File: config.mk
export PLATFORM = sky130hd
export DESIGN_NAME = json_number_scanner
export DESIGN_NICKNAME = d
export VERILOG_FILES = /design/src/hw/rtl/jns_pkg.sv /design/src/hw/rtl/json_number_scanner.sv /design/src/hw/rtl/jns_grammar.sv /design/src/hw/rtl/jns_coord.sv
export SDC_FILE = /design/constraint.sdc
export NUM_CORES = 1
export LEC_CHECK = 0
export BUFFER_PORTS_ARGS = -buffer_cell sky130_fd_sc_hd__buf_2
export CORE_ASPECT_RATIO = 0.75
export CORE_UTILIZATION = 35
export DETAILED_ROUTE_END_ITERATION = 10
export HOLD_SLACK_MARGIN = 0.15
export PLACE_DENSITY = 0.63
export SYNTH_ARGS = -nofsm -noshare
export SYNTH_HDL_FRONTEND = slang
export SYNTH_SLANG_ARGS = --single-unit
File: constraint.sdc
create_clock -name i_clk -period 3.2 [get_ports i_clk]
set_clock_uncertainty 0.1 [all_clocks]
set_input_delay 0.64 -clock i_clk [delete_from_list [all_inputs] [get_ports i_clk]]
set_output_delay 0.64 -clock i_clk [all_outputs]
set_load 0.02 [all_outputs]
File: src/hw/rtl/jns_pkg.sv
// Shared types, character codes and widths for the JSON number scanner.
package jns_pkg;

    localparam int LINE_BITS   = 20;
    localparam int COLUMN_BITS = 16;

    localparam logic [7:0] CH_MINUS   = 8'h2D;
    localparam logic [7:0] CH_PLUS    = 8'h2B;
    localparam logic [7:0] CH_ZERO    = 8'h30;
    localparam logic [7:0] CH_NINE    = 8'h39;
    localparam logic [7:0] CH_DOT     = 8'h2E;
    localparam logic [7:0] CH_LO_E    = 8'h65;
    localparam logic [7:0] CH_UP_E    = 8'h45;
    localparam logic [7:0] CH_NEWLINE = 8'h0A;

    typedef enum logic [8:0] {
        PH_IDLE    = 9'b0_0000_0001,
        PH_MINUS   = 9'b0_0000_0010,
        PH_ZERO    = 9'b0_0000_0100,
        PH_INT     = 9'b0_0000_1000,
        PH_DOT     = 9'b0_0001_0000,
        PH_FRAC    = 9'b0_0010_0000,
        PH_EXP     = 9'b0_0100_0000,
        PH_EXPSIGN = 9'b0_1000_0000,
        PH_EXPDIG  = 9'b1_0000_0000
    } t_phase;

    typedef enum logic [2:0] {
        ST_PART      = 3'd0,
        ST_DONE      = 3'd1,
        ST_ERR_MINUS = 3'd2,
        ST_ERR_FRAC  = 3'd3,
        ST_ERR_EXP   = 3'd4,
        ST_NONE      = 3'd5
    } t_status;

    typedef struct packed {
        logic [7:0] character;
        logic       end_of_input;
        logic       start_req;
    } t_in_item;

    typedef struct packed {
        t_status                status;
        logic                   keep_char;
        logic [7:0]             text_char;
        logic [LINE_BITS-1:0]   token_line;
        logic [COLUMN_BITS-1:0] token_column;
    } t_out_item;

    // grammar decision for one character
    typedef struct packed {
        t_status status;
        logic    keep;
        logic    took;
    } t_step;

    // coordinate update control
    typedef struct packed {
        logic took;
        logic capture;
    } t_scan_ctl;

endpackage

File: src/hw/rtl/json_number_scanner.sv
// Top level of the JSON number scanner: input register, grammar, counters, result register.
// Path: an input passes through the input register, then the result register, with one
//   combinational decision in between; the move into the result register waits on stall.
// Throughput: one character per cycle, held back only by stall on the result side.
// Reset (synchronous, active low): phase idle, line 1, column 0, start line 1,
//   start column 0, both pipeline registers empty.
module json_number_scanner (
    input  logic               i_clk,
    input  logic               i_rst_n,
    input  logic               i_valid,
    output logic               o_stall,
    input  jns_pkg::t_in_item  i_item,
    output logic               o_valid,
    input  logic               i_stall,
    output jns_pkg::t_out_item o_result
);
    import jns_pkg::*;

    // input register
    logic       r_in_valid;
    t_in_item   r_in_item;
    // result register
    logic       r_out_valid;
    t_out_item  r_out_item;

    logic       out_free;   // result register can take a new value this cycle
    logic       advance;    // input register item is decided and moved on
    logic       in_xfer;    // input transfer at this edge
    t_step      step;
    t_scan_ctl  ctl;
    logic [LINE_BITS-1:0]   token_line;
    logic [COLUMN_BITS-1:0] token_column;
    t_out_item  n_out_item;

    // Flow control: the result register frees when empty or when its transfer
    // completes; the input register moves into it whenever it is free, so a
    // new character can enter every cycle while the downstream keeps up.
    assign out_free = !r_out_valid || !i_stall;
    assign advance  = r_in_valid && out_free;
    assign o_stall  = r_in_valid && !out_free;
    assign in_xfer  = i_valid && !o_stall;

    jns_grammar u_grammar (
        .i_clk     (i_clk),
        .i_rst_n   (i_rst_n),
        .i_advance (advance),
        .i_item    (r_in_item),
        .o_step    (step)
    );

    // consumed characters move the counters; capture only on a start request
    assign ctl = '{took: step.took, capture: r_in_item.start_req};

    jns_coord u_coord (
        .i_clk          (i_clk),
        .i_rst_n        (i_rst_n),
        .i_advance      (advance),
        .i_character    (r_in_item.character),
        .i_ctl          (ctl),
        .o_token_line   (token_line),
        .o_token_column (token_column)
    );

    always_comb begin
        n_out_item.status       = step.status;
        n_out_item.keep_char    = step.keep;
        n_out_item.text_char    = 8'h00;
        if (step.keep) begin
            // exponent marker is normalized to lower case
            n_out_item.text_char = (r_in_item.character == CH_UP_E) ? CH_LO_E
                                                                     : r_in_item.character;
        end
        n_out_item.token_line   = token_line;
        n_out_item.token_column = token_column;
    end

    always_ff @(posedge i_clk) begin
        if (!i_rst_n) begin
            r_in_valid  <= 1'b0;
            r_out_valid <= 1'b0;
        end else begin
            if (in_xfer) begin
                r_in_valid <= 1'b1;
            end else if (advance) begin
                r_in_valid <= 1'b0;
            end
            if (advance) begin
                r_out_valid <= 1'b1;
            end else if (!i_stall) begin
                r_out_valid <= 1'b0;
            end
        end
    end

    // payload registers carry no reset
    always_ff @(posedge i_clk) begin
        if (in_xfer) begin
            r_in_item <= i_item;
        end
        if (advance) begin
            r_out_item <= n_out_item;
        end
    end

    assign o_valid  = r_out_valid;
    assign o_result = r_out_item;

endmodule

File: src/hw/rtl/jns_grammar.sv
// Number grammar state machine: phase register and per-character decision.
module jns_grammar (
    input  logic              i_clk,
    input  logic              i_rst_n,
    input  logic              i_advance,
    input  jns_pkg::t_in_item i_item,
    output jns_pkg::t_step    o_step
);
    import jns_pkg::*;

    t_phase r_phase;
    t_phase n_phase;
    t_phase ph;
    logic   digit;
    logic   is_e;
    logic [7:0] c;

    always_comb begin
        c       = i_item.character;
        digit   = (c >= CH_ZERO) && (c <= CH_NINE);
        is_e    = (c == CH_LO_E) || (c == CH_UP_E);
        ph      = i_item.start_req ? PH_IDLE : r_phase;
        n_phase = PH_IDLE;
        o_step  = '{status: ST_PART, keep: 1'b0, took: 1'b0};

        if (i_item.end_of_input) begin
            unique case (ph) inside
                PH_MINUS:                               o_step.status = ST_ERR_MINUS;
                PH_DOT:                                 o_step.status = ST_ERR_FRAC;
                PH_EXP, PH_EXPSIGN:                     o_step.status = ST_ERR_EXP;
                PH_ZERO, PH_INT, PH_FRAC, PH_EXPDIG:    o_step.status = ST_DONE;
                default:                                o_step.status = ST_NONE;
            endcase
        end else begin
            unique case (ph)
                PH_MINUS: begin
                    if (c == CH_ZERO) begin
                        n_phase = PH_ZERO;  o_step.keep = 1'b1;
                    end else if (digit) begin
                        n_phase = PH_INT;   o_step.keep = 1'b1;
                    end else begin
                        o_step.status = ST_ERR_MINUS; o_step.took = 1'b1;
                    end
                end
                PH_ZERO, PH_INT: begin
                    if ((ph == PH_INT) && digit) begin
                        n_phase = PH_INT;   o_step.keep = 1'b1;
                    end else if (c == CH_DOT) begin
                        n_phase = PH_DOT;   o_step.keep = 1'b1;
                    end else if (is_e) begin
                        n_phase = PH_EXP;   o_step.keep = 1'b1;
                    end else begin
                        o_step.status = ST_DONE;
                    end
                end
                PH_DOT: begin
                    if (digit) begin
                        n_phase = PH_FRAC;  o_step.keep = 1'b1;
                    end else begin
                        o_step.status = ST_ERR_FRAC; o_step.took = 1'b1;
                    end
                end
                PH_FRAC: begin
                    if (digit) begin
                        n_phase = PH_FRAC;  o_step.keep = 1'b1;
                    end else if (is_e) begin
                        n_phase = PH_EXP;   o_step.keep = 1'b1;
                    end else begin
                        o_step.status = ST_DONE;
                    end
                end
                PH_EXP: begin
                    if ((c == CH_PLUS) || (c == CH_MINUS)) begin
                        n_phase = PH_EXPSIGN; o_step.keep = 1'b1;
                    end else if (digit) begin
                        n_phase = PH_EXPDIG;  o_step.keep = 1'b1;
                    end else begin
                        o_step.status = ST_ERR_EXP; o_step.took = 1'b1;
                    end
                end
                PH_EXPSIGN: begin
                    if (digit) begin
                        n_phase = PH_EXPDIG; o_step.keep = 1'b1;
                    end else begin
                        o_step.status = ST_ERR_EXP; o_step.took = 1'b1;
                    end
                end
                PH_EXPDIG: begin
                    if (digit) begin
                        n_phase = PH_EXPDIG; o_step.keep = 1'b1;
                    end else begin
                        o_step.status = ST_DONE;
                    end
                end
                default: begin
                    // idle, and any corrupted phase code
                    if (c == CH_MINUS) begin
                        n_phase = PH_MINUS; o_step.keep = 1'b1;
                    end else if (c == CH_ZERO) begin
                        n_phase = PH_ZERO;  o_step.keep = 1'b1;
                    end else if (digit) begin
                        n_phase = PH_INT;   o_step.keep = 1'b1;
                    end else begin
                        o_step.status = ST_NONE;
                    end
                end
            endcase
        end

        if (o_step.keep) begin
            o_step.took = 1'b1;
        end
    end

    always_ff @(posedge i_clk) begin
        if (!i_rst_n) begin
            r_phase <= PH_IDLE;
        end else if (i_advance) begin
            r_phase <= n_phase;
        end
    end

endmodule

File: src/hw/rtl/jns_coord.sv
// Line/column counters and token start capture.
module jns_coord (
    input  logic                            i_clk,
    input  logic                            i_rst_n,
    input  logic                            i_advance,
    input  logic [7:0]                      i_character,
    input  jns_pkg::t_scan_ctl              i_ctl,
    output logic [jns_pkg::LINE_BITS-1:0]   o_token_line,
    output logic [jns_pkg::COLUMN_BITS-1:0] o_token_column
);
    import jns_pkg::*;

    logic [LINE_BITS-1:0]   r_line,       n_line;
    logic [COLUMN_BITS-1:0] r_col,        n_col;
    logic [LINE_BITS-1:0]   r_start_line, n_start_line;
    logic [COLUMN_BITS-1:0] r_start_col,  n_start_col;

    always_comb begin
        n_line = r_line;
        n_col  = r_col;
        if (i_ctl.took) begin
            if (i_character == CH_NEWLINE) begin
                if (r_line != '1) begin
                    n_line = r_line + LINE_BITS'(1);
                end
                n_col = '0;
            end else if (r_col != '1) begin
                n_col = r_col + COLUMN_BITS'(1);
            end
        end
        n_start_line = r_start_line;
        n_start_col  = r_start_col;
        if (i_ctl.took && i_ctl.capture) begin
            n_start_line = n_line;
            n_start_col  = n_col;
        end
    end

    // result shows the start coordinates as they stand after this character
    assign o_token_line   = n_start_line;
    assign o_token_column = n_start_col;

    always_ff @(posedge i_clk) begin
        if (!i_rst_n) begin
            r_line       <= LINE_BITS'(1);
            r_col        <= '0;
            r_start_line <= LINE_BITS'(1);
            r_start_col  <= '0;
        end else if (i_advance) begin
            r_line       <= n_line;
            r_col        <= n_col;
            r_start_line <= n_start_line;
            r_start_col  <= n_start_col;
        end
    end

endmodule
-- Yosys cells after proc, flatten, opt, wreduce, memory -nomap -nowiden
Cells that the tools add are included.
- input bits: 14
- register bits after elaboration: 141
- word-level logic and storage cells: 115
- output and inout bits: 50
- bitwise gates (word level): 1
- order comparisons: 2
- eq/ne operators: 18
- add/subtract/negate cells: 2
- mux-type cells: 56
- reductions and logical operators: 20
- operator list (operator ; number):
    2-to-1 mux 20 bit ; 4
    2-to-1 mux 9 bit ; 8
    2-to-1 mux 16 bit ; 4
    case mux 9 bit (6 select lines) ; 1
    == test 8 x 6 -> 1 bit (second input constant) ; 4
    case mux 4 bit (7 select lines) ; 1
    2-to-1 mux 3 bit ; 9
    2-to-1 mux 7 bit ; 3
    adder 20 x 1 -> 20 bit (second input constant) ; 1
    inequality test 20 bit (second input constant) ; 1
    2-to-1 mux 1 bit ; 19
    adder 16 x 1 -> 16 bit (second input constant) ; 1
    == test 8 x 7 -> 1 bit (second input constant) ; 2
    inequality test 16 bit (second input constant) ; 1
    case mux 3 bit (4 select lines) ; 1
    OR reduction 2 bit ; 5
    == test 9 x 2 -> 1 bit (second input constant) ; 1
    == test 9 x 3 -> 1 bit (second input constant) ; 1
    == test 9 x 4 -> 1 bit (second input constant) ; 1
    == test 9 x 5 -> 1 bit (second input constant) ; 1
    == test 9 x 6 -> 1 bit (second input constant) ; 1
    == test 9 x 7 -> 1 bit (second input constant) ; 1
    == test 9 x 8 -> 1 bit (second input constant) ; 1
    == test 9 bit (second input constant) ; 1
    other kinds (14) ; 26

-- Depth between registers and ports, before layout
- word-level depth: 10
- mapped depth: 11
- depth with buffers taken out: 8

-- By module
From an unflattened synthesis, not the netlist that was laid out.
- cell total of the unflattened synthesis: 772
- area total of the unflattened synthesis: 7154.4 um^2
- by module, submodules not included (module ; times used ; area each (um^2) ; sequential area each (um^2) ; cells an instance):
    jns_coord ; 1 ; 4214.0 ; 1441.4 ; 555
    json_number_scanner ; 1 ; 1896.8 ; 1781.7 ; 76
    jns_grammar ; 1 ; 1043.5 ; 180.2 ; 141

-- Worst setup path before layout
Ideal clock, no wire load.
- path type: in2reg
- start point: input port i_stall
- end point: register u_grammar.r_phase[5]
- setup time: 74 ps
- path slack: 241 ps
- cell stages on the path: 6
- data required time: 3026 ps
- arrival: 2786 ps
- path buffers: 1
- cells stage by stage: nand2_1 nand2_1 inv_1 clkbuf_1 nand4_1 a21oi_1
- cells in the longest elaborated chain, start to end: 3
- RTL lines (what ; RTL line ; RTL):
    start: declaration ; json_number_scanner.sv:14 ; input logic i_stall,
    logical NOT 1 bit ; -- ;
    logical OR 1 bit ; json_number_scanner.sv:38 ; assign out_free = !r_out_valid || !i_stall;
    logical AND 1 bit ; json_number_scanner.sv:39 ; assign advance = r_in_valid && out_free;
    net advance ; json_number_scanner.sv:27 ; logic advance;
    end signal: assignment ; jns_grammar.sv:119 ; r_phase <= n_phase;
    end: declaration ; jns_grammar.sv:11 ; t_phase r_phase;
The timed path passes the listed nets, and every way through them passes these cells.
A chain may end at the register's enable or synchronous reset.

==> run summary <==
Initial core utilization - 0.3618
Total of max-cap violations - 0
Die X - 162.6 um
Clock Latency Late Sink - 0.43 ns
CP max FO - 15
Worst-path cell chain - nor4_4 > nand2_1 > o21ai_1 > o31ai_1 > a31o_2 > inv_2 > o21ai_0 > a41oi_1
Synth async-reset ratio - 0
Status - finished, final reports clean
Estimated wirelength of the detail-placed design - 11.16 mm
YS warnings - 0
Leakage power - 2.827 nW
Most frequent cells in the layout - nand2_1, dfxtp_1, buf_2
Synth Register Bits - 141
Share of layout cells above drive strength 1 - 0.1829
DR vias - 5496
Syn_nets - 754
Largest net degree at the start of global routing - 80
Final std cells w/o fill - 1056
Arrival @ worst endpoint - 2.97 ns
Top post-synthesis cells by area - edfxtp_1, dfxtp_1, nand2_1
Max Clk Rate - 0.3573 GHz
Post-placement cell count - 1024
Crit share post-route - 0.8747
DRC viols - 0
I/O pin count - 64
Hold-fix buffers, CTS - 0
Number of synthesized flops with an enable pin - 58
1st-iter DRT viols - 474
Startpoint Class - register
Hold Crit Class - in2reg
Cells after Synth - 738
Post-CTS setup buffers - 0
Vias in the first global route - 4921
Nets@finish - 812
Critical Path RT - 3.37 ns
Slowest CP cell - o21ai_1
Bufs and invs on worst path - 1
Final setup vio count - 0
Root Driver - clkbuf_16
Post-cts sizing count - 0
PwrDens - 510.6 mW/mm^2
CTS Buf Count - 17
Clock transition at path regs - 0.06 ns
Drt total wl - 16.47 mm
Die area - 0.01992 mm^2
Area of the multi-input gates - 0.003112 mm^2
CTS tree - yes
Port bufs - 63
Worst-margin pin slew - 0.7867 ns
Core area - 0.01872 mm^2
Critical path class - reg2reg
Synth Flop Type - dfxtp_1
First-pass DRT Iterations - 5
Pwr Total - 4.052 mW
Antenna cells - 0
Row cnt - 43
Via density - 5.205
VDD IR max - 0.3267 mV
Die Y-Extent - 122.5 um
Initial antenna violation count - 0
Gp weighted congestion - 0.8770
Wirelength per Cell - 15.59 um
Post-Syn Area - 0.006774 mm^2
Fillers - 1805
Period minus WS final - 2.799 ns
Htree depth - 4
Seq/Total Area, Yosys - 0.5024
RSZ-0062 raised after global routing - no
Total gr overflow - 0
Setup crit end kind - register
Yosys top cell by area - edfxtp_1
Maximum clock path buffer count - 2
Yosys top cell area share - 0.2571
Commonest non-fill, non-tap cell in the layout - nand2_1
Gr usage total - 0.1746
Final hold vios - 0
Clock Sinks - 141
Syn avg cell area - 9.179 um^2
Max-slew violations - 0
Slew HR - 0.4755
CP delay by family, top - compound AO/OA/AOI/OAI gates
First-pass GRT wire length - 26.52 mm
ANT nets after route - 0
Min Hold Slack - 0.2813 ns
Post-synth cell types - 63
Register area - 0.003403 mm^2
CP peak stage delay - 0.48 ns
Fin Setup TNS - 0 ns
Area grow syn2layout - 17.16%
[final timing paths]
kind                                                             from                               endpoint  slack (ns)  cells past startpoint
worst max register to register      u_grammar.r_phase[5]$_SDFFE_PN0P_                  o_result[8]$_DFFE_PP_        0.40                      8
worst min-delay path                                        i_item[9]                 r_in_item[9]$_DFFE_PP_        0.28                      1
worst max-delay path                u_grammar.r_phase[5]$_SDFFE_PN0P_                  o_result[8]$_DFFE_PP_        0.40                      8
worst min register to register  u_coord.r_start_line[19]$_SDFFE_PN0P_  u_coord.r_start_line[19]$_SDFFE_PN0P_        0.35                      2
[layer usage]
layer  GRT usage  up-vias  part of all wire
met5           0        -                 0
met4     0.06542        0             0.014
met3     0.03582       18             0.059
met2      0.2342      177              0.40
met1      0.2690     2545              0.53
li1            -     2756                 -
[stage by stage]
stage / cell area, um^2 / util / setup WS [ns]
2_1_floorplan: 6774 / - / 0.2406
3_3_place_gp: 7371 / 0.3937 / 0.4781
3_5_place_dp: 7371 / 0.3937 / 0.4349
4_1_cts: 7936 / 0.4239 / 0.4072
5_1_grt: 7936 / 0.4239 / 0.1593
6_report: 7936 / 0.4239 / 0.4010
[cells by family after synthesis]
family / Yosys count / synth area share
flip-flops: 141 / 0.5024
adder cells (fa/ha/maj): 2 / 0.003694
other: 1 / 0.0005536
XOR/XNOR: 13 / 0.01681
buffers and inverters: 58 / 0.03824
AND/OR/NAND/NOR: 368 / 0.2654
AO/OA/AOI/OAI: 121 / 0.1202
multiplexers: 34 / 0.05264
[sequential cells by signal (all words and copies together), names as in the netlist]
signal                cells
ctl                       1
o_result                 48
o_valid                   1
r_in_item                 9
r_in_valid                1
u_coord.r_col            16
u_coord.r_line           20
u_coord.r_start_col      16
u_coord.r_start_line     20
u_grammar.r_phase         9
[cells in the mapped netlist, drive strengths merged, types with 3 or more instances]
cell type / instances
nand2: 159
clkbuf: 24
edfxtp: 58
nor2: 59
nand2b: 13
o21bai: 6
and3: 7
nor2b: 4
a41oi: 3
and4: 5
nor4b: 5
buf: 21
nor3: 22
mux2: 13
or4: 3
or2: 3
o31ai: 7
and2: 11
nand4: 18
o21ai: 35
o211ai: 3
o22ai: 6
xnor2: 11
nor4: 15
mux2i: 21
inv: 13
a31oi: 3
dfxtp: 83
a211oi: 7
or3: 9
o211a: 3
a21oi: 32
nand3: 31
[power breakdown]
part / leakage (nW) / total, mW / switching, mW / internal [mW]
combinational: 1.37 / 0.199 / 0.139 / 0.0598
sequential: 1.20 / 1.95 / 0.0301 / 1.92
clock: 0.258 / 1.90 / 0.824 / 1.08
[area by class of cell]
cell class,count,area share
inverter,13,0.006149
clock buffer,18,0.05408
multi-input combinational,539,0.3921
sequential,141,0.4288
tap,247,0.03894
timing repair buffer,84,0.06275
clock inverter,14,0.01718
Note: power is estimated with default switching activity, not from simulation.
